### config.mk
export PLATFORM = sky130hd
export DESIGN_NAME = gse_emit
export DESIGN_NICKNAME = d
export VERILOG_FILES = /design/src/sv/grid_successor_expand_defines.svh /design/src/sv/gse_pkg.sv /design/src/sv/gse_emit.sv
export SDC_FILE = /design/constraint.sdc
export NUM_CORES = 1
export LEC_CHECK = 0
export BUFFER_PORTS_ARGS = -buffer_cell sky130_fd_sc_hd__buf_2
export CAP_MARGIN = 15
export CORE_MARGIN = 2
export CORE_UTILIZATION = 30
export DETAILED_ROUTE_END_ITERATION = 8
export GPL_TIMING_DRIVEN = 0
export HOLD_SLACK_MARGIN = 0.12
export PLACE_DENSITY = 0.47
export SLEW_MARGIN = 20
export SYNTH_ARGS = -nofsm -noshare
export SYNTH_HDL_FRONTEND = slang
export SYNTH_SLANG_ARGS = --single-unit
### constraint.sdc
create_clock -name clk_i -period 9.1 [get_ports clk_i]
set_input_delay 1.82 -clock clk_i [delete_from_list [all_inputs] [get_ports clk_i]]
set_output_delay 1.82 -clock clk_i [all_outputs]
set_load 0.02 [all_outputs]
### src/sv/grid_successor_expand_defines.svh
// assertion macros for the grid successor expander
// expects clk_i and rst_ni in the scope of each use
`ifndef GRID_SUCCESSOR_EXPAND_DEFINES_SVH
`define GRID_SUCCESSOR_EXPAND_DEFINES_SVH

// consequence checked in the same cycle as the antecedent
`define GSE_ASSERT_NOW(lbl, ante, cons, msg) \
  lbl: assert property (@(posedge clk_i) disable iff (!rst_ni) (ante) |-> (cons)) \
    else $error(msg);

// consequence checked in the cycle after the antecedent
`define GSE_ASSERT_NEXT(lbl, ante, cons, msg) \
  lbl: assert property (@(posedge clk_i) disable iff (!rst_ni) (ante) |=> (cons)) \
    else $error(msg);

`endif

### src/sv/gse_pkg.sv
// shared types, codes and helper functions of the grid successor expander
// no dependencies
`default_nettype none

package gse_pkg;

  localparam int COORD_W       = 8;
  localparam int COST_W        = 32;
  localparam int CFG_W         = 9;
  localparam int CFG_IDX_W     = 2;
  localparam int NDIR          = 4;
  localparam int EXT_MAX       = 256;
  localparam int DEF_MAX_WIDTH  = 256;
  localparam int DEF_MAX_HEIGHT = 256;

  typedef enum logic {
    CMD_WRITE  = 1'b0,
    CMD_EXPAND = 1'b1
  } gse_cmd_e;

  typedef enum logic [1:0] {
    DIR_LEFT  = 2'd0,
    DIR_RIGHT = 2'd1,
    DIR_UP    = 2'd2,
    DIR_DOWN  = 2'd3
  } gse_dir_e;

  typedef enum logic [CFG_IDX_W-1:0] {
    CFG_WIDTH  = 2'd0,
    CFG_HEIGHT = 2'd1,
    CFG_MODE   = 2'd2
  } gse_cfg_e;

  typedef struct packed {
    logic [COORD_W-1:0] y;
    logic [COORD_W-1:0] x;
  } gse_xy_t;

  typedef struct packed {
    logic [CFG_W-1:0] width;
    logic [CFG_W-1:0] height;
    logic             mode;
  } gse_cfg_t;

  typedef struct packed {
    logic    en;
    gse_xy_t xy;
    logic    blk;
  } gse_map_wr_t;

  typedef struct packed {
    logic    en;
    gse_xy_t xy;
  } gse_map_rd_t;

  // expand request as taken from the input channel
  typedef struct packed {
    gse_xy_t           xy;
    logic [COST_W-1:0] cost;
  } gse_exp_t;

  // probed expand: child cost and the set of free in-grid neighbours
  typedef struct packed {
    gse_xy_t           xy;
    logic [COST_W-1:0] cost;
    logic              bad;
    logic [NDIR-1:0]   mask;
  } gse_item_t;

  function automatic logic in_grid(gse_xy_t xy, gse_cfg_t cfg);
    return ({1'b0, xy.x} < cfg.width) && ({1'b0, xy.y} < cfg.height);
  endfunction

  function automatic gse_xy_t neighbour(gse_xy_t xy, gse_dir_e d);
    gse_xy_t n;
    n = xy;
    case (d)
      DIR_LEFT:  n.x = xy.x - COORD_W'(1);
      DIR_RIGHT: n.x = xy.x + COORD_W'(1);
      DIR_UP:    n.y = xy.y - COORD_W'(1);
      DIR_DOWN:  n.y = xy.y + COORD_W'(1);
      default:   n = xy;
    endcase
    return n;
  endfunction

  // lowest set direction, left first
  function automatic gse_dir_e first_dir(logic [NDIR-1:0] mask);
    gse_dir_e d;
    d = DIR_DOWN;
    if (mask[DIR_UP])    d = DIR_UP;
    if (mask[DIR_RIGHT]) d = DIR_RIGHT;
    if (mask[DIR_LEFT])  d = DIR_LEFT;
    return d;
  endfunction

endpackage

`default_nettype wire

### src/sv/gse_emit.sv
// result register: walks the free-neighbour mask, one result per transaction
// depends on gse_pkg
`default_nettype none

module gse_emit import gse_pkg::*; (
  input  wire logic         clk_i,
  input  wire logic         rst_ni,
  input  wire gse_item_t    item_i,
  input  wire logic         item_valid_i,
  output logic              item_ready_o,
  output logic              o_valid_o,
  input  wire logic         o_ready_i,
  output gse_xy_t           o_xy_o,
  output logic [COST_W-1:0] o_cost_o,
  output logic              o_child_o,
  output logic              o_bad_o,
  output logic              o_last_o
);

  logic              o_valid_q;
  gse_xy_t           o_xy_q, o_xy_d;
  logic [COST_W-1:0] o_cost_q, o_cost_d;
  logic              o_child_q, o_child_d;
  logic              o_bad_q, o_bad_d;
  logic              o_last_q, o_last_d;
  logic [NDIR-1:0]   e_rem_q, e_rem_d;
  gse_xy_t           e_xy_q;
  logic [COST_W-1:0] e_cost_q;

  logic              load;
  logic              o_fire;
  logic [NDIR-1:0]   src_mask;
  gse_xy_t           src_xy;
  logic [COST_W-1:0] src_cost;
  logic              src_bad;
  gse_dir_e          d;

  assign o_fire       = o_valid_q && o_ready_i;
  assign item_ready_o = !o_valid_q || (o_ready_i && o_last_q);
  assign load         = item_valid_i && item_ready_o;

  always_comb begin
    src_mask = load ? item_i.mask : e_rem_q;
    src_xy   = load ? item_i.xy   : e_xy_q;
    src_cost = load ? item_i.cost : e_cost_q;
    src_bad  = load ? item_i.bad  : 1'b0;
    d        = first_dir(src_mask);
    e_rem_d  = src_mask & ~(NDIR'(1) << d);
    if (src_mask == '0) begin
      // no child or a cell outside the grid: one empty result
      o_xy_d    = '0;
      o_cost_d  = '0;
      o_child_d = 1'b0;
      o_bad_d   = src_bad;
      o_last_d  = 1'b1;
    end else begin
      o_xy_d    = neighbour(src_xy, d);
      o_cost_d  = src_cost;
      o_child_d = 1'b1;
      o_bad_d   = 1'b0;
      o_last_d  = e_rem_d == '0;
    end
  end

  always_ff @(posedge clk_i or negedge rst_ni) begin
    if (!rst_ni) begin
      o_valid_q <= 1'b0;
    end else if (load) begin
      o_valid_q <= 1'b1;
    end else if (o_fire && o_last_q) begin
      o_valid_q <= 1'b0;
    end
  end

  always_ff @(posedge clk_i) begin
    if (load || (o_fire && !o_last_q)) begin
      o_xy_q    <= o_xy_d;
      o_cost_q  <= o_cost_d;
      o_child_q <= o_child_d;
      o_bad_q   <= o_bad_d;
      o_last_q  <= o_last_d;
      e_rem_q   <= e_rem_d;
    end
    if (load) begin
      e_xy_q   <= item_i.xy;
      e_cost_q <= item_i.cost;
    end
  end

  assign o_valid_o = o_valid_q;
  assign o_xy_o    = o_xy_q;
  assign o_cost_o  = o_cost_q;
  assign o_child_o = o_child_q;
  assign o_bad_o   = o_bad_q;
  assign o_last_o  = o_last_q;

endmodule

`default_nettype wire

==> flow_summary_export.csv <==
group,metric,value,unit
floorplanning,die-area,0.0172,mm2
clocking,root_buffer,"clkbuf_16",
min_path,hold_end,"e_cost_q[28]$_DFF_P_",
route,route.detailed.drc,0,
clocking,cts-buffers-inserted,9,
synthesis,ys_top_cells_by_area,"edfxtp_1 34%, dfxtp_1 20%, nand2_1 10%",
min_path,hold_depth,2,
worst_setup_path,rr_endpoint,"o_xy_o[5]$_SDFFCE_PN0P_",
layout,syn2layout_area_growth,24.3,%
worst_setup_path,crit_top_cell,"buf_2",
floorplanning,die_y,131,um
route,vias,3888,
synthesis,syn_nets,558,
placed_design,globalplace.congestion,0.846,
timing,finalMaxSlewViolations,0,
timing,rsz0062_at_grt,"no",
layout,diodes,0,
synthesis,syn_avg_cell_area,9.85,um2
clocking,clk_pin_slew_worst_paths,0.07,ns
placed_design,place_ws,3.76,ns
layout,final_util,0.381,
clocking,clock_sinks,104,
synthesis,synth_largest_area_cell,"edfxtp_1",
worst_setup_path,r2r_cells,15,
placed_design,dp_hpwl,9.05,mm
timing,fmax,0.203,GHz
pwr,power_density,309,mW/mm2
flow_run,drv_cap,0,
layout,drive_gt1_frac,0.272,
timing,timing.final.ws_setup,4.18,ns
route,drt_iter0_markers,256,
pwr,power.leakage,2.63,nW
grt,antenna_found_initial,0,
worst_setup_path,worst_setup_path_start_kind,"input port",
layout,nFillCells,1591,
grt,grt_pass1_wl,20.1,mm
worst_setup_path,cp.arrival,5.11,ns
worst_setup_path,cp_max_fo,10,
worst_setup_path,critPathCaptureType,"flop",
worst_setup_path,timing.rr.start,"o_last_o$_SDFFCE_PN1P_",
route,wl_per_cell,15.2,um
run_status,status,"completed",
timing,setup_viol,0,
worst_setup_path,critPathBufInv,5,
clocking,htreeDepth,3,
synthesis,ys.flop_type,"edfxtp_1",
synthesis,postSynthCellCount,492,
worst_setup_path,crit_start,"o_ready_i",
clocking,clk_latency,0.36,ns
grt,grt_usage,0.150,
timing,fin_crit,4.92,ns
synthesis,ys_seq_elements,104,
route,drt-vias-per-instance,4.67,
synthesis,netlist.area_leader.share,0.341,
floorplanning,die_w,131,um
worst_setup_path,ff2ff_setup_slack,5.30,ns
timing,fin_hold_ws,0.448,ns
clocking,cts_tree,"done",
pwr,peakVddDrop,121,uV
route,ant_nets,0,
synthesis,synth_cell_types,63,
grt,grt-ovfl-total,0,
route,firstDrtPassIters,4,
min_path,hp-start,"e_cost_q[28]$_DFF_P_",
floorplanning,std_cell_rows,46,
worst_setup_path,crit_type,"in2reg",
timing,setup-tns-final,0,ns
timing,tightest_slew,0.634,ns
synthesis,ys_warn_count,0,
worst_setup_path,critical-path-max-stage-delay,0.36,ns
worst_setup_path,critPathTopFamily,"buffers and inverters",
floorplanning,start_util,0.306,
floorplanning,core_area,0.0158,mm2
min_path,hp-class,"reg2reg",
clocking,cts_setup_buffers,0,
placed_design,io_buffers,108,
synthesis,yosysSeqAreaShare,0.544,
worst_setup_path,cp.required,9.28,ns
clocking,clk_path_buf_depth,2,
synthesis,synthArstFlopShare,0.00962,
timing,maxSlewHeadroom,0.565,
timing,post-route-period-util,0.541,
route,wl,12.7,mm
synthesis,synth_edf_count,55,
timing,finalHoldViolCount,0,
pwr,p_total,1.86,mW
clocking,hold_buffers,0,
layout,layout.nets,678,
synthesis,syn_area,0.00485,mm2
worst_setup_path,worstPathCellList,"buf_2 > a21boi_4 > inv_4 > nand2_8 > buf_8 > buf_2 > buf_2 > nand2_1 > nand2_1 > ha_1 > or2_2 > maj3_1 > mux2i_1 > a21oi_1 > xnor2_1 > a211oi_1",
timing,skew,0.00931,ns
floorplanning,io_pins,110,
clocking,cts-resized-gates,0,
grt,grt_start_max_net_pins,50,
grt,grt_pass1_vias,3825,
worst_setup_path,cp_slowest_cell,"maj3_1",
==> layout by cell type (no fill, tap or decap), types with 3 or more instances in the layout <==
master	Yosys	routed
a211oi_1	6	6
a21oi_1	45	45
a31oi_1	3	3
and2_1	3	3
and3_1	5	5
buf_2	15	123
clkbuf_1	4	4
clkbuf_16	0	10
dfxtp_1	48	48
edfxtp_1	55	55
ha_1	9	9
inv_1	6	6
mux2_2	7	7
mux2i_1	10	10
nand2_1	135	135
nand3_1	7	7
nor2_1	26	26
nor3_1	10	10
nor4_1	6	6
o21ai_0	16	16
o21ai_1	3	3
o31ai_1	3	3
or3_1	3	3
xnor2_1	15	15
==> worst register-to-register path: stages (launching register included) <==
cell,delay [ns]
edfxtp_1,0.45
a21boi_4,0.33
inv_4,0.14
nand2_8,0.15
buf_8,0.16
buf_2,0.29
buf_2,0.31
nand2_1,0.09
nand2_1,0.11
ha_1,0.30
or2_2,0.34
maj3_1,0.36
mux2i_1,0.14
a21oi_1,0.08
xnor2_1,0.14
a211oi_1,0.25
==> registers in the layout, summed over array words and instances, names as in the netlist <==
| name | cells |
|---|---|
| o_child_o | 1 |
| o_bad_o | 1 |
| o_cost_o | 32 |
| o_valid_o | 1 |
| e_cost_q | 32 |
| o_xy_o | 16 |
| e_xy_q | 16 |
| o_last_o | 1 |
| e_rem_q | 4 |
==> Yosys cell counts (4+ instances only) <==
master	count
a21oi_1	45
xnor2_1	15
nor4_1	6
edfxtp_1	55
nor3_1	10
nand3_1	7
ha_1	9
a211oi_1	6
nor2_1	26
and3_1	5
mux2i_1	10
buf_2	15
o21ai_0	16
nand2_1	135
clkbuf_1	4
dfxtp_1	48
inv_1	6
mux2_2	7
==> through the flow <==
step | std cells | area (um2)
4_1_cts | 833 | 6030
3_5_place_dp | 817 | 5690
3_3_place_gp | 816 | 5660
2_1_floorplan | 492 | 4850
6_report | 833 | 6030
5_1_grt | 833 | 6030
==> cell families after synthesis <==
| group | count (synthesis) | share of synthesized area |
|---|---|---|
| and+or+nand+nor | 209 | 0.190 |
| DFF | 104 | 0.544 |
| AOI/OAI and AO/OA | 98 | 0.129 |
| buffers and inverters | 32 | 0.0330 |
| muxes | 20 | 0.0454 |
| xor gates and xnor gates | 17 | 0.0307 |
| adders and majority gates | 11 | 0.0274 |
| other | 1 | 0.000774 |
==> how the worst max path moves through the flow <==
stage,endpoint,cells after the start
floorplan,o_xy_o[5]$_SDFFCE_PN0P_,15
global placement,o_xy_o[5]$_SDFFCE_PN0P_,16
detailed placement,o_xy_o[5]$_SDFFCE_PN0P_,16
CTS,o_xy_o[5]$_SDFFCE_PN0P_,16
global route,o_xy_o[5]$_SDFFCE_PN0P_,16
finish,o_xy_o[5]$_SDFFCE_PN0P_,16
==> power by group <==
part           leakage [nW]  switching (mW)  total [mW]  internal [mW]
Combinational          1.52           0.427       0.699          0.272
Sequential            0.955          0.0508       0.733          0.682
Clock                 0.161           0.189       0.432          0.243
Total                  2.63           0.667        1.86           1.20
==> final cells by class <==
| cell class | count | area (um2) | share of cell area |
|---|---|---|---|
| flip-flops and latches | 104 | 2640 | 0.438 |
| multi-input cells | 356 | 2060 | 0.341 |
| repair buffers | 109 | 568 | 0.0943 |
| well taps | 216 | 270 | 0.0449 |
| clock buffers | 11 | 264 | 0.0438 |
| plain buffers | 23 | 124 | 0.0206 |
| clock inverters | 5 | 68.8 | 0.0114 |
| inverters | 9 | 36.3 | 0.00602 |
==> metal layers <==
| metal | vias to the layer above | GRT usage | share of wire |
|---|---|---|---|
| met5 | - | 0 | 0 |
| met4 | 0 | 0.0592 | 0.019 |
| met3 | 17 | 0.0367 | 0.053 |
| met2 | 123 | 0.226 | 0.43 |
| met1 | 1769 | 0.206 | 0.49 |
| li1 | 1979 | - | - |
Note: power is estimated with default switching activity, not from simulation.
