[src/sv/grid_successor_expand_defines.svh]
// assertion macros for the grid successor expander
// expects clk_i and rst_ni in the scope of each use
`ifndef GRID_SUCCESSOR_EXPAND_DEFINES_SVH
`define GRID_SUCCESSOR_EXPAND_DEFINES_SVH

// consequence checked in the same cycle as the antecedent
`define GSE_ASSERT_NOW(lbl, ante, cons, msg) \
  lbl: assert property (@(posedge clk_i) disable iff (!rst_ni) (ante) |-> (cons)) \
    else $error(msg);

// consequence checked in the cycle after the antecedent
`define GSE_ASSERT_NEXT(lbl, ante, cons, msg) \
  lbl: assert property (@(posedge clk_i) disable iff (!rst_ni) (ante) |=> (cons)) \
    else $error(msg);

`endif

[src/sv/gse_pkg.sv]
// shared types, codes and helper functions of the grid successor expander
// no dependencies
`default_nettype none

package gse_pkg;

  localparam int COORD_W       = 8;
  localparam int COST_W        = 32;
  localparam int CFG_W         = 9;
  localparam int CFG_IDX_W     = 2;
  localparam int NDIR          = 4;
  localparam int EXT_MAX       = 256;
  localparam int DEF_MAX_WIDTH  = 256;
  localparam int DEF_MAX_HEIGHT = 256;

  typedef enum logic {
    CMD_WRITE  = 1'b0,
    CMD_EXPAND = 1'b1
  } gse_cmd_e;

  typedef enum logic [1:0] {
    DIR_LEFT  = 2'd0,
    DIR_RIGHT = 2'd1,
    DIR_UP    = 2'd2,
    DIR_DOWN  = 2'd3
  } gse_dir_e;

  typedef enum logic [CFG_IDX_W-1:0] {
    CFG_WIDTH  = 2'd0,
    CFG_HEIGHT = 2'd1,
    CFG_MODE   = 2'd2
  } gse_cfg_e;

  typedef struct packed {
    logic [COORD_W-1:0] y;
    logic [COORD_W-1:0] x;
  } gse_xy_t;

  typedef struct packed {
    logic [CFG_W-1:0] width;
    logic [CFG_W-1:0] height;
    logic             mode;
  } gse_cfg_t;

  typedef struct packed {
    logic    en;
    gse_xy_t xy;
    logic    blk;
  } gse_map_wr_t;

  typedef struct packed {
    logic    en;
    gse_xy_t xy;
  } gse_map_rd_t;

  // expand request as taken from the input channel
  typedef struct packed {
    gse_xy_t           xy;
    logic [COST_W-1:0] cost;
  } gse_exp_t;

  // probed expand: child cost and the set of free in-grid neighbours
  typedef struct packed {
    gse_xy_t           xy;
    logic [COST_W-1:0] cost;
    logic              bad;
    logic [NDIR-1:0]   mask;
  } gse_item_t;

  function automatic logic in_grid(gse_xy_t xy, gse_cfg_t cfg);
    return ({1'b0, xy.x} < cfg.width) && ({1'b0, xy.y} < cfg.height);
  endfunction

  function automatic gse_xy_t neighbour(gse_xy_t xy, gse_dir_e d);
    gse_xy_t n;
    n = xy;
    case (d)
      DIR_LEFT:  n.x = xy.x - COORD_W'(1);
      DIR_RIGHT: n.x = xy.x + COORD_W'(1);
      DIR_UP:    n.y = xy.y - COORD_W'(1);
      DIR_DOWN:  n.y = xy.y + COORD_W'(1);
      default:   n = xy;
    endcase
    return n;
  endfunction

  // lowest set direction, left first
  function automatic gse_dir_e first_dir(logic [NDIR-1:0] mask);
    gse_dir_e d;
    d = DIR_DOWN;
    if (mask[DIR_UP])    d = DIR_UP;
    if (mask[DIR_RIGHT]) d = DIR_RIGHT;
    if (mask[DIR_LEFT])  d = DIR_LEFT;
    return d;
  endfunction

endpackage

`default_nettype wire

[src/sv/gse_probe.sv]
// probe unit: one map read per neighbour, gathers the free-neighbour mask
// depends on gse_pkg, reads through gse_map's port
`default_nettype none

module gse_probe import gse_pkg::*; (
  input  wire logic        clk_i,
  input  wire logic        rst_ni,
  input  wire gse_cfg_t    cfg_i,
  input  wire logic        load_i,
  input  wire gse_exp_t    exp_i,
  output logic             ready_o,
  output gse_map_rd_t      rd_o,
  input  wire logic        rd_bit_i,
  output gse_item_t        item_o,
  output logic             item_valid_o,
  input  wire logic        item_ready_i
);

  // probe stage
  logic              p_valid_q;
  gse_dir_e          p_idx_q;
  gse_xy_t           p_xy_q;
  logic [COST_W-1:0] p_cost_q;
  logic              p_bad_q;
  logic [NDIR-1:0]   p_ing_q;
  logic [1:0]        p_blk_q, p_blk_d;
  // result stage, waits on the down probe's read data
  logic              r_valid_q;
  gse_xy_t           r_xy_q;
  logic [COST_W-1:0] r_cost_q;
  logic              r_bad_q;
  logic [NDIR-1:0]   r_ing_q;
  logic [2:0]        r_blk_q;

  logic              p_step;
  logic              last_probe;
  logic              cell_in_grid;
  logic [COST_W:0]   sum;
  logic [COST_W-1:0] cost_sat;
  logic [NDIR-1:0]   ing;

  assign p_step     = p_valid_q && (!r_valid_q || item_ready_i);
  assign last_probe = p_step && (p_idx_q == DIR_DOWN);
  assign ready_o    = !p_valid_q || last_probe;

  assign rd_o.en = p_step;
  assign rd_o.xy = neighbour(p_xy_q, p_idx_q);

  // parent cost plus step cost, saturating
  always_comb begin
    cell_in_grid = in_grid(exp_i.xy, cfg_i);
    sum = {1'b0, exp_i.cost} +
          (cfg_i.mode ? {{(COST_W+1-COORD_W){1'b0}}, exp_i.xy.y} : (COST_W+1)'(1));
    cost_sat = sum[COST_W] ? {COST_W{1'b1}} : sum[COST_W-1:0];
    ing = '0;
    if (cell_in_grid) begin
      ing[DIR_LEFT]  = exp_i.xy.x != '0;
      ing[DIR_RIGHT] = ({1'b0, exp_i.xy.x} + CFG_W'(1)) < cfg_i.width;
      ing[DIR_UP]    = exp_i.xy.y != '0;
      ing[DIR_DOWN]  = ({1'b0, exp_i.xy.y} + CFG_W'(1)) < cfg_i.height;
    end
  end

  // read data lags its probe by one step
  always_comb begin
    p_blk_d = p_blk_q;
    case (p_idx_q)
      DIR_RIGHT: p_blk_d[0] = rd_bit_i;
      DIR_UP:    p_blk_d[1] = rd_bit_i;
      default:   p_blk_d = p_blk_q;
    endcase
  end

  always_ff @(posedge clk_i or negedge rst_ni) begin
    if (!rst_ni) begin
      p_valid_q <= 1'b0;
      p_idx_q   <= DIR_LEFT;
      r_valid_q <= 1'b0;
    end else begin
      if (load_i) begin
        p_valid_q <= 1'b1;
        p_idx_q   <= DIR_LEFT;
      end else if (last_probe) begin
        p_valid_q <= 1'b0;
      end else if (p_step) begin
        p_idx_q <= gse_dir_e'(p_idx_q + 2'd1);
      end
      if (last_probe) begin
        r_valid_q <= 1'b1;
      end else if (item_ready_i) begin
        r_valid_q <= 1'b0;
      end
    end
  end

  always_ff @(posedge clk_i) begin
    if (load_i) begin
      p_xy_q   <= exp_i.xy;
      p_cost_q <= cost_sat;
      p_bad_q  <= !cell_in_grid;
      p_ing_q  <= ing;
    end else if (p_step) begin
      p_blk_q <= p_blk_d;
    end
    if (last_probe) begin
      r_xy_q   <= p_xy_q;
      r_cost_q <= p_cost_q;
      r_bad_q  <= p_bad_q;
      r_ing_q  <= p_ing_q;
      r_blk_q  <= {rd_bit_i, p_blk_q};
    end
  end

  assign item_valid_o = r_valid_q;
  assign item_o.xy    = r_xy_q;
  assign item_o.cost  = r_cost_q;
  assign item_o.bad   = r_bad_q;
  assign item_o.mask  = r_ing_q & ~{rd_bit_i, r_blk_q};

endmodule

`default_nettype wire

[config.mk]
export PLATFORM = sky130hd
export DESIGN_NAME = gse_probe
export DESIGN_NICKNAME = d
export VERILOG_FILES = /design/src/sv/grid_successor_expand_defines.svh /design/src/sv/gse_pkg.sv /design/src/sv/gse_probe.sv
export SDC_FILE = /design/constraint.sdc
export NUM_CORES = 1
export LEC_CHECK = 0
export ABC_CLOCK_PERIOD_IN_PS = 4800
export BUFFER_PORTS_ARGS = -buffer_cell sky130_fd_sc_hd__clkbuf_2
export CORE_AREA = 2 2 111 113
export CTS_CLUSTER_DIAMETER = 50
export DETAILED_ROUTE_END_ITERATION = 8
export DIE_AREA = 0 0 113 115
export GPL_TIMING_DRIVEN = 0
export PLACE_DENSITY_LB_ADDON = 0.3
export SLEW_MARGIN = 30
export SYNTH_ARGS = -nofsm -noshare
export SYNTH_HDL_FRONTEND = slang
export SYNTH_SLANG_ARGS = --single-unit
[constraint.sdc]
create_clock -name clk_i -period 4.8 [get_ports clk_i]
set_input_delay 0.72 -clock clk_i [delete_from_list [all_inputs] [get_ports clk_i]]
set_output_delay 0.72 -clock clk_i [all_outputs]
set_load 0.005 [all_outputs]
==> results.ini, run 1 <==
[run_status]
status=finished with violations
violations=design-rule violations

[timing]
fmax_ghz=0.267
timing.final.hold_violations=0
worst_slew_margin_rel=0.445
setup_viol=0
worstMarginPinSlew_ns=0.833
rsz0062_at_grt=no
slew_viol_final=0
fin_crit_ns=3.75
finalSetupTns_ns=0
period_share=0.782
fin_worst_skew_ns=0.0108

[place]
placed_area_um2=7440
dp_hpwl_mm=10.9
gp_congestion=0.914
io_buffers=142

[logic_synthesis]
syn_area_um2=6520
synth-edff-count=111
async_flop_share=0.0348
syn_avg_cell_area_um2=11.6
ys_seq_area_frac=0.527
yosys_warnings=0
ys_seq_elements=115
synthFlopType=edfxtp_1
synth_nets=693
postSynthCellCount=560
yosysUniqueCellTypes=57

[floorplanning]
num_io_pins=144
die_x_um=113
core.rowCount=40
fp.dieH_um=115
die_area_um2=13000
core_um2=11800
initial_core_util=0.552

[critical_path]
r2r-start=p_idx_q[0]$_DFFE_PN0P_
timing.rr.end=r_cost_q[9]$_DFFE_PP_
cp-end-kind=output pin
rrSetupSlack_ns=2.97
reg2reg_depth=4
cp_max_fo=7
worstSetupStartpointType=flop
cp.required_ns=4.08
arrival_ns=3.03
critPathKind=reg2out

[routing]
wirelength_mm=14.9
drc_errors=12
vias_per_cell=5.74
num_vias=5066
wire_per_inst_um=16.9
drt.antenna.violating_nets=0
drt_iter0_markers=327
dr.pass1.iters=7

[clock_tree]
worst_skew_pair.late_latency_ns=0.42
cts_tree=built
cts.reportedPaths.clkPinSlew_ns=0.05
post_cts_buffers=0
cts_buffer_depth=2
cts.sink_count=115
cts-root-buf=clkbuf_16
cts_buffers=17
cts_resized=0
holdBufCountCts=0
htree_levels=4

[cells_and_area]
fill_cells=892
final_common_cell=clkbuf_2
nets=855
drive_above_1_share=0.278
layout.cells.most_common_list=clkbuf_2 (141), edfxtp_1 (111), ha_1 (58), nand2_1 (45), inv_1 (33)
final_area_um2=8050
n_antenna_cell=0
syn_to_final_growth_pct=23.4
regArea_um2=3430
multi_input_area_um2=2900

[flow_run]
drv_cap=0

[power]
powerDensity_nw_per_um2=434
peakVddDrop_mv=0.260
p_leak_nw=3.41

[global_route]
grt_pass1_vias=4943
grt_pass1_wl_mm=23.6
grt_overflow=0
grt_max_degree=59
antenna_found_initial=0
grtUsageTotal=0.233

[hold_path]
hp-class=in2async

-- registers in the layout, indices dropped and copies added, names as in the netlist --
name	count
p_cost_q	32
r_cost_q	32
item_o	16
p_xy_q	16
p_ing_q	4
r_ing_q	4
r_blk_q	3
p_blk_q	2
p_idx_q	2
item_valid_o	1
p_bad_q	1
p_valid_q	1
r_bad_q	1
-- stage by stage --
step           cells  power [W]  worst slack [ns]  hold WS [ns]  utilization
2_1_floorplan    560    0.00186              1.90         0.400            -
3_5_place_dp     850    0.00222              1.41         0.405        0.630
5_1_grt          882    0.00364             0.880         0.113        0.681
6_report         882    0.00349              1.05         0.102        0.681
4_1_cts          882    0.00350              1.04        0.0961        0.681
3_3_place_gp     849    0.00217              1.44         0.400        0.628
-- cells by family (layout without fill, tap and decap cells) --
kind of cell,after synthesis,count (layout),share of synthesized area
mux,17,17,0.0288
buf+inv,44,219,0.0284
flops,115,115,0.527
simple gates,178,178,0.143
fa+ha+maj,61,61,0.121
compound gates,114,114,0.111
xor+xnor,31,31,0.0416
-- worst max-delay path by stage --
stage | start | slack (ns) | cells after the start | endpoint
2_1_floorplan | p_idx_q[0]$_DFFE_PN0P_ | 1.90 | 8 | rd_o[14]
3_3_place_gp | exp_i[40] | 1.44 | 11 | p_cost_q[29]$_SDFFCE_PP1P_
3_5_place_dp | exp_i[40] | 1.41 | 11 | p_cost_q[29]$_SDFFCE_PP1P_
4_1_cts | p_idx_q[0]$_DFFE_PN0P_ | 1.04 | 9 | rd_o[14]
5_1_grt | p_idx_q[0]$_DFFE_PN0P_ | 0.88 | 9 | rd_o[14]
6_report | p_idx_q[0]$_DFFE_PN0P_ | 1.05 | 9 | rd_o[14]
-- report_power, final --
group          total (W)  internal, W  switching, W
registers        0.00130      0.00126     0.0000481
clock network    0.00129     0.000818      0.000469
logic           0.000900     0.000393      0.000507
total            0.00349      0.00247       0.00102
-- cells in the mapped netlist, types with 2 or more instances --
cell type | count | share of area
a211oi_1 | 6 | 0.0069
a21boi_0 | 4 | 0.0046
a21o_1 | 14 | 0.016
a21oi_1 | 31 | 0.024
a221oi_1 | 2 | 0.0027
a22o_1 | 2 | 0.0027
a31oi_1 | 3 | 0.0029
a41oi_1 | 2 | 0.0027
and2_1 | 8 | 0.0077
and3_1 | 9 | 0.0086
buf_2 | 4 | 0.0031
buf_4 | 4 | 0.0046
clkbuf_1 | 2 | 0.0012
dfrtp_1 | 4 | 0.015
edfxtp_1 | 111 | 0.51
fa_1 | 3 | 0.0092
ha_1 | 58 | 0.11
inv_1 | 34 | 0.020
mux2_1 | 4 | 0.0069
mux2_2 | 10 | 0.017
mux2i_1 | 3 | 0.0046
nand2_1 | 45 | 0.026
nand2b_1 | 10 | 0.0096
nand3_1 | 23 | 0.018
nand4_1 | 10 | 0.0096
nor2_1 | 27 | 0.016
nor2b_1 | 9 | 0.0086
nor3_1 | 12 | 0.0092
nor3b_1 | 5 | 0.0058
nor4_1 | 6 | 0.0058
o2111ai_1 | 2 | 0.0027
o211ai_1 | 2 | 0.0023
o21ai_0 | 32 | 0.025
o21bai_1 | 2 | 0.0023
o22a_1 | 2 | 0.0027
or2_2 | 2 | 0.0019
or3_1 | 3 | 0.0029
or4_1 | 2 | 0.0023
xnor2_1 | 19 | 0.026
xor2_1 | 12 | 0.016
-- cell type report --
class                           instances  area share
Clock inverter                         15      0.0227
Multi-Input combinational cell        401       0.361
Inverter                               34      0.0162
Tap cell                              147      0.0229
Clock buffer                           17      0.0529
Buffer                                 10     0.00715
Timing Repair Buffer                  143      0.0911
Sequential cell                       115       0.427
-- critical path, stage by stage, from the launching register on --
cell,delay [ns]
dfrtp_1,0.42
ha_1,0.34
inv_1,0.21
fa_1,0.45
a21o_1,0.20
a21oi_1,0.22
nor2_1,0.08
or4_1,0.47
nand3_1,0.09
clkbuf_2,0.14
-- layer usage --
layer / vias to the layer above / wire length, um / GRT usage / part of all wire
li1: 2433 / - / - / -
met1: 2407 / 6340 / 0.295 / 0.42
met2: 196 / 7360 / 0.394 / 0.49
met3: 30 / 848 / 0.0416 / 0.057
met4: 0 / 380 / 0.103 / 0.025
met5: - / 0 / 0 / 0
Note: power is estimated with default switching activity, not from simulation.
==> run 2, diff against run 1 <==
Settings changed: ABC_CLOCK_PERIOD_IN_PS 4800 to 3600, CORE_AREA 2 2 111 113 to 2 2 112 114, DIE_AREA 0 0 113 115 to 0 0 114 116.
Clock period 4.8 ns to 3.6 ns, I/O delays scaled along.
==> run 2 against run 1 <==
  * The flow now finishes without violations
  * Total power is 32% higher
  * Utilization is 0.46 points lower
  * First-iteration DRC count is 16% higher
  * Combinational power is 38% higher
  * Via count is 0.32% higher
  * Critical path depth is 1 higher
  * Flip-flop and latch count stayed put
  * Global-route usage is 0.23 points higher
  * Largest cell class unchanged
==> results.ini, run 2 (synthesis results as in run 1) <==
[global_route]
grt_max_degree=59  ; unchanged
grt_pass1_wl_mm=24.0  ; was 23.6 mm
antenna_found_initial=0  ; unchanged
grtUsageTotal=0.235  ; was 0.233
grt_overflow=0  ; unchanged
grt_pass1_vias=4946  ; was 4943

[floorplanning]
die_area_um2=13200  ; was 13000 um2
num_io_pins=144  ; unchanged
die_x_um=114  ; was 113 um
fp.dieH_um=116  ; was 115 um
core_um2=11900  ; was 11800 um2
initial_core_util=0.547  ; was 0.552
core.rowCount=40  ; unchanged

[timing]
hold_ws_ns=0.381  ; was 0.102 ns
period_share=0.957
slew_viol_final=0  ; unchanged
rsz0062_at_grt=no  ; unchanged
fin_worst_skew_ns=0.00551  ; was 0.0108 ns
worst_slew_margin_rel=0.448  ; was 0.445
worstMarginPinSlew_ns=0.828  ; was 0.833 ns
finalSetupTns_ns=0  ; unchanged
fin_crit_ns=3.45
timing.final.hold_violations=0  ; unchanged
setup_viol=0  ; unchanged
fmax_ghz=0.290

[clock_tree]
cts_buffer_depth=2  ; unchanged
cts_tree=built  ; unchanged
cts-root-buf=clkbuf_16  ; unchanged
cts_buffers=17  ; unchanged
cts.sink_count=115  ; unchanged
post_cts_buffers=0  ; unchanged
cts.reportedPaths.clkPinSlew_ns=0.06  ; was 0.05 ns
worst_skew_pair.late_latency_ns=0.41  ; was 0.42 ns
htree_levels=4  ; unchanged

[critical_path]
rrSetupSlack_ns=1.98  ; was 2.97 ns
reg2reg_depth=6  ; was 4
cp-end-kind=output pin  ; unchanged
cp_max_fo=8  ; was 7
arrival_ns=2.91  ; was 3.03 ns
r2r-start=item_valid_o$_DFFE_PN0P_  ; was p_idx_q[0]$_DFFE_PN0P_
cp.required_ns=3.06  ; was 4.08 ns
worstSetupStartpointType=flop  ; unchanged
critPathKind=reg2out  ; unchanged
timing.rr.end=r_cost_q[7]$_DFFE_PP_  ; was r_cost_q[9]$_DFFE_PP_

[place]
gp_congestion=0.902  ; was 0.914
io_buffers=142  ; unchanged
dp_hpwl_mm=10.8  ; was 10.9 mm

[cells_and_area]
nets=856  ; was 855
reg.largest.list=p_cost_q (32), r_cost_q (32)  ; unchanged
drive_above_1_share=0.287  ; was 0.278
final_common_cell=clkbuf_2  ; unchanged
n_antenna_cell=0  ; unchanged
syn_to_final_growth_pct=23.6  ; was 23.4%
final_util=0.677  ; was 0.681
layout.cells.most_common_list=clkbuf_2 (141), edfxtp_1 (111), ha_1 (56), nand2_1 (45)  ; was clkbuf_2 (141), edfxtp_1 (111), ha_1 (58), nand2_1 (45), inv_1 (33)

[flow_run]
drv_cap=0  ; unchanged

[routing]
dr.pass1.iters=5  ; was 7
wirelength_mm=14.9  ; about the same
num_vias=5082  ; was 5066
wire_per_inst_um=16.8  ; was 16.9 um
drt.antenna.violating_nets=0  ; unchanged
drt_iter0_markers=378  ; was 327
drc_errors=0  ; was 12
vias_per_cell=5.76  ; was 5.74

[hold_path]
worstHoldEndpoint=p_blk_q[0]$_DFFE_PP_
hp-start=rd_bit_i
hp-class=in2reg  ; was in2async
hold_depth=1

[power]
peakVddDrop_mv=0.322  ; was 0.260 mV
p_leak_nw=3.41  ; about the same
powerDensity_nw_per_um2=569  ; was 434 nW/um2

[run_status]
status=completed  ; was finished with violations

run 2: cell count changes in the layout (fill, tap and decap cells not counted), sizes merged:
cell / change
clkinv: -3
inv: +5
dlygate4sd3: +1
bufinv: -2
run 2: where the power goes:
group | internal [W] | switching [W] | total (W)
clock network | 0.000966 | 0.000646 | 0.00161
logic | 0.000542 | 0.000693 | 0.00124
registers | 0.00167 | 0.0000693 | 0.00174
run 2: worst max path at each step:
stage	start	to	cells after the start
global route	p_idx_q[0]$_DFFE_PN0P_	rd_o[14]	9
global placement	exp_i[40]	p_cost_q[29]$_SDFFCE_PP1P_	11
finish	p_idx_q[1]$_DFFE_PN0P_	rd_o[6]	10
CTS	p_idx_q[1]$_DFFE_PN0P_	rd_o[6]	10
detailed placement	exp_i[40]	p_cost_q[29]$_SDFFCE_PP1P_	11
floorplan	p_idx_q[0]$_DFFE_PN0P_	rd_o[14]	8
run 2: final cells by class:
| cell class | instances | area (um2) |
|---|---|---|
| plain buffers | 10 | 57.6 |
| repair buffers | 144 | 751 |
| clock inverters | 15 | 148 |
| multi-input cells | 401 | 2930 |
| fillers | 883 | 3850 |
| inverters | 34 | 130 |
| clock buffers | 17 | 425 |
| flip-flops and latches | 115 | 3430 |
| well taps | 147 | 184 |
run 2: routing by layer:
metal  global-route usage  part of all wire  wire length (um)  up-vias
met1                0.296              0.42              6300     2407
met5                    0                 0                 0        -
met3               0.0575             0.064               958       35
met4               0.0894             0.023               344        0
li1                     -                 -                 -     2431
met2                0.396              0.49              7270      209
run 2: repair_timing:
item | CTS | global route
endpoints found under the hold margin | 4 | 0
hold buffers | 1 | 0
resized for setup | 1 | 6
endpoints found under the setup margin | 1 | 4
run 2: worst max-delay path, cell delays in order, from the launching register on:
cell      delay, ns
dfrtp_1        0.44
inv_1          0.12
ha_2           0.22
inv_2          0.10
fa_1           0.43
a21o_1         0.20
a21oi_2        0.19
nor2b_1        0.09
or4_1          0.48
nand3_1        0.11
clkbuf_2       0.11
run 2: stage by stage:
stage / cells / instance area (um2) / setup slack [ns] / total power (W)
2_1_floorplan: 560 / 6520 / 0.882 / 0.00247
3_3_place_gp: 849 / 7410 / 0.411 / 0.00290
3_5_place_dp: 850 / 7450 / 0.390 / 0.00296
4_1_cts: 883 / 8030 / 0.0187 / 0.00459
5_1_grt: 883 / 8060 / 0.00673 / 0.00482
6_report: 883 / 8060 / 0.154 / 0.00459
